## src/sv/bba_pkg.sv

```systemverilog
// Shared types, constants and helpers for the buddy block allocator.
`default_nettype none
package bba_pkg;

    localparam int NUM_ORDERS      = 11;
    localparam int MIN_BLOCK_BYTES = 32;
    localparam int TOP_ORDER       = NUM_ORDERS - 1;
    localparam int POOL_UNITS      = 1 << TOP_ORDER;
    localparam int MIN_SHIFT       = $clog2(MIN_BLOCK_BYTES);

    localparam int OFF_W  = 10;
    localparam int LINK_W = 11;
    localparam int ORD_W  = 4;
    localparam int BYTE_W = 16;
    localparam int REQ_W  = 17;

    localparam logic [LINK_W-1:0] NIL       = LINK_W'(POOL_UNITS);
    localparam logic [REQ_W-1:0]  POOL_BYTES = REQ_W'(MIN_BLOCK_BYTES << TOP_ORDER);
    localparam logic [ORD_W-1:0]  TOP_ORD   = ORD_W'(TOP_ORDER);

    localparam logic [1:0] CMD_ALLOC = 2'd0;
    localparam logic [1:0] CMD_FREE  = 2'd1;
    localparam logic [1:0] CMD_GROW  = 2'd2;
    localparam logic [1:0] CMD_BAD   = 2'd3;

    localparam logic [1:0] ST_OK      = 2'd0;
    localparam logic [1:0] ST_NOSPACE = 2'd1;
    localparam logic [1:0] ST_TOOBIG  = 2'd2;

    // Per-unit bookkeeping word kept in one memory
    typedef struct packed {
        logic             used;
        logic             onl;
        logic [ORD_W-1:0] ord;
    } meta_t;

    // Bytes in a block of the given order
    function automatic logic [REQ_W-1:0] ord_bytes(input logic [ORD_W-1:0] o);
        ord_bytes = REQ_W'(MIN_BLOCK_BYTES) << o;
    endfunction

endpackage
`default_nettype wire

```

## src/sv/bba_order_calc.sv

```systemverilog
// Rounds a total byte count up to a block order and flags oversize requests.
`default_nettype none
module bba_order_calc (
    input  wire logic                       clk,
    input  wire logic [bba_pkg::REQ_W-1:0]  total,
    output logic      [bba_pkg::ORD_W-1:0]  ord_reg,
    output logic                            too_big_reg
);
    import bba_pkg::*;

    logic [REQ_W-1:0] tm1;
    logic [ORD_W:0]   msb;
    logic [ORD_W-1:0] ord_next;

    // Find the top set bit of total minus one
    always_comb
    begin
        tm1 = total - REQ_W'(1);
        msb = '0;
        for (int i = 0; i < REQ_W; i++)
        begin
            if (tm1[i])
            begin
                msb = (ORD_W+1)'(i + 1);
            end
        end
        if (total <= REQ_W'(MIN_BLOCK_BYTES))
        begin
            ord_next = '0;
        end
        else
        begin
            ord_next = ORD_W'(msb - (ORD_W+1)'(MIN_SHIFT));
        end
    end

    // Register the order and the oversize flag
    always_ff @(posedge clk)
    begin
        ord_reg     <= ord_next;
        too_big_reg <= (total > POOL_BYTES);
    end

endmodule
`default_nettype wire

```

## config.mk

```make
export PLATFORM = sky130hd
export DESIGN_NAME = bba_order_calc
export DESIGN_NICKNAME = d
export VERILOG_FILES = /design/src/sv/bba_pkg.sv /design/src/sv/bba_order_calc.sv
export SDC_FILE = /design/constraint.sdc
export NUM_CORES = 1
export LEC_CHECK = 0
export ABC_AREA = 1
export ABC_CLOCK_PERIOD_IN_PS = 2400
export BUFFER_PORTS_ARGS = -buffer_cell sky130_fd_sc_hd__buf_2
export CORE_ASPECT_RATIO = 1.2
export CORE_MARGIN = 2
export CORE_UTILIZATION = 43
export CTS_BUF_LIST = sky130_fd_sc_hd__clkbuf_4 sky130_fd_sc_hd__clkbuf_8
export DETAILED_ROUTE_END_ITERATION = 10
export GPL_TIMING_DRIVEN = 0
export PLACE_DENSITY = 0.71
export SETUP_SLACK_MARGIN = 0.15
export SYNTH_ARGS = -nofsm -noshare
export SYNTH_HDL_FRONTEND = slang
export SYNTH_SLANG_ARGS = --single-unit
```

## constraint.sdc

```tcl
create_clock -name clk -period 2.4 [get_ports clk]
set_clock_uncertainty 0.2 [all_clocks]
set_input_delay 0.12 -clock clk [delete_from_list [all_inputs] [get_ports clk]]
set_output_delay 0.12 -clock clk [all_outputs]
set_load 0.02 [all_outputs]
```

==> metrics.cfg <==
[placed_design]
dp.final_hpwl_mm=1.44
placement.io_buffers=22
routabilityCongestion=0.855
detailed_place.area_um2=931
dpl.cell_count=172

[yosys]
synthesis.nets=153
post_synth_inst_count=132
synth_warnings=0
mapped_avg_cell_area_um2=5.92
synth.distinct_cells=29
ys_seq_area_share_pct=12.8
mappedNetlistArea_um2=782
seq_cells_post_synth=5

[power_and_ir_drop]
design_power_total_uw=342
p_per_area_nw_per_um2=312
ir_worst_vdd_mv=0.140
static-leakage-power_uw=0.000547

[layout]
mostFrequentLayoutCell=sky130_fd_sc_hd__nand2_1
design.final.nets=189
layout.cells.non_filler=185
fillerInstances=173
most-common-layout-cells=sky130_fd_sc_hd__nand2_1 (35), sky130_fd_sc_hd__buf_2 (21), sky130_fd_sc_hd__nor2_1 (19), sky130_fd_sc_hd__inv_1 (13), sky130_fd_sc_hd__nand3_1 (11)
design_area_um2=1100
drive_above_1_share_pct=35.9
insertedDiodeCount=0
regArea_um2=100
multi_input_area_um2=679
largest_register_ff_count=4
final_core_util_pct=66.0
area.growth.synth_to_final_pct=40.2

[die]
die_area_um2=2180
boundaryPins=23
coreArea_um2=1660
die_w_um=42.9
floorplan.die.height_um=50.7
initial_utilization_pct=47.1
floorplan.rows=16

[setup_path]
crit_path_max_incr_delay_ns=0.26
crit_arrival_ns=2.06
critPathSlowestCell=sky130_fd_sc_hd__or2_4
critical_path.max_fanout=4
critPathKind=in -> reg
critPathTopFamily=simple AND/OR/NAND/NOR gates
worstPathBufferInverterCount=2
cp.required_ns=2.31
timing.critical_path.from_type=input port
critical_path.cell_chain=buf_6 -> clkinvlp_4 -> ha_4 -> nand3_4 -> nor2_4 -> nand2_4 -> nor2_8 -> xor2_2 -> and2_1 -> nand2_1 -> a31oi_2 -> nor2_2 -> or2_4 -> ha_4 -> nor2_1
cp_common_cell=sky130_fd_sc_hd__ha_4
worst_setup_path_end_kind=flip-flop

[route]
drc=0
count_of_routing_violations_after_the_opening_detailed_route_iteration=19
vias=941
routed_wire_length_per_instance_um=10.2
detailedRoute.firstPassIterationCount=4
vias_per_cell=5.09
detail-route-antenna-nets=0
detail_route.wirelength_mm=1.89

[clocking]
cts-buffers-inserted=3
cts-root-to-sink-buffers=2
clk_pin_slew_worst_paths_ns=0.04
cts_num_sinks=5
htreeDepth=1
tritoncts=yes
clock_tree.root_cell=sky130_fd_sc_hd__clkbuf_4

[global_routing]
gr-total-overflow=0
maximum_number_of_pins_on_one_net_before_global_route_repair=8
grt_antenna_before_repair=0
grtUsageTotal_pct=17.6
grt_pass1_vias=822
grt_pass1_wl_mm=3.02

[timing]
finalMaxSlewViolations=0
fmaxAchievable_mhz=465
final_hold_viol_count=0
finalSetupViolCount=0
timing.hold.ws_ns=0.0802
min_period_over_period_pct=89.5
slew_headroom_pct=61.2
layout_min_cycle_time_ns=2.15
worst_pin_slew_ns=0.574
unrepaired_setup_endpoints_after_global_routing=true

[flow_run]
drv_cap=0

[outcome]
outcome=finished, final reports clean

[worst_hold_path]
worst_hold_path_type=in -> reg

-- cells in the mapped netlist, drive strengths merged --
cell / instances / area, µm²
nand2: 40 / 163
o21ai: 1 / 5.00
xnor2: 4 / 35.0
nor2: 23 / 113
a31oi: 1 / 6.26
inv: 19 / 71.3
nand4: 2 / 12.5
dfxtp: 5 / 100
o41ai: 1 / 8.76
nand3: 13 / 75.1
nand3b: 1 / 7.51
xor2: 6 / 60.1
a21oi: 4 / 31.3
or2: 1 / 6.26
and2: 1 / 6.26
and3: 2 / 13.8
nor3: 5 / 30.0
ha: 3 / 37.5
-- metrics by stage --
stage | setup WS (ns) | setup TNS (ns)
2_1_floorplan | 0.203 | 0
3_3_place_gp | -0.116 | -0.203
3_5_place_dp | -0.198 | -0.360
4_1_cts | 0.162 | 0
5_1_grt | 0.0749 | 0
6_report | 0.251 | 0
-- final timing paths --
kind / from / endpoint / slack, ns / cells after the start
max: total[0] / ord_reg[1] / 0.25 / 15
min: total[11] / too_big_reg / 0.08 / 5
-- metal layers --
metal / track usage (%) / wire length (µm) / vias to the layer above
met4: 6.06 / 4 / 0
met1: 19.3 / 764 / 430
met3: 1.08 / 57 / 2
li1: - / - / 487
met5: 0 / 0 / -
met2: 34.3 / 1060 / 22
-- area by class of cell --
| class | count | area share [%] |
|---|---|---|
| multi-input cells | 108 | 62.0 |
| repair buffers | 31 | 17.2 |
| flip-flops and latches | 5 | 9.13 |
| inverters | 19 | 6.85 |
| clock buffers | 4 | 2.74 |
| well taps | 18 | 2.05 |
-- where the power goes --
group          internal [µW]  switching, µW  total (µW)  leakage (µW)
combinational           59.2           83.3         143      0.000487
sequential              90.9           1.26        92.2     0.0000420
clock                   74.1           33.5         108     0.0000184
-- timing repair --
item | in CTS | in global routing
resized for setup | 1 | 14
setup buffers | 5 | 2
pin swaps | 2 | 13
hold buffers | 2 | 0
hold endpoints to repair | 1 | 0
endpoints found under the setup margin | 2 | 3
-- worst min-delay path, cell delays in order --
cell and delay, ns:
sky130_fd_sc_hd__buf_2 0.11, sky130_fd_sc_hd__nor2_1 0.05, sky130_fd_sc_hd__nand2_1 0.07, sky130_fd_sc_hd__nor3_1 0.05
sky130_fd_sc_hd__nor2_1 0.07
-- kinds of logic after synthesis --
| family | after synthesis | share of synthesized area [%] |
|---|---|---|
| DFF | 5 | 12.8 |
| adders and majority gates | 3 | 4.80 |
| buffers and inverters | 19 | 9.12 |
| and+or+nand+nor | 88 | 54.6 |
| AOI/OAI and AO/OA | 7 | 6.56 |
| xor gates and xnor gates | 10 | 12.2 |
(Power assumes the default switching activity.)
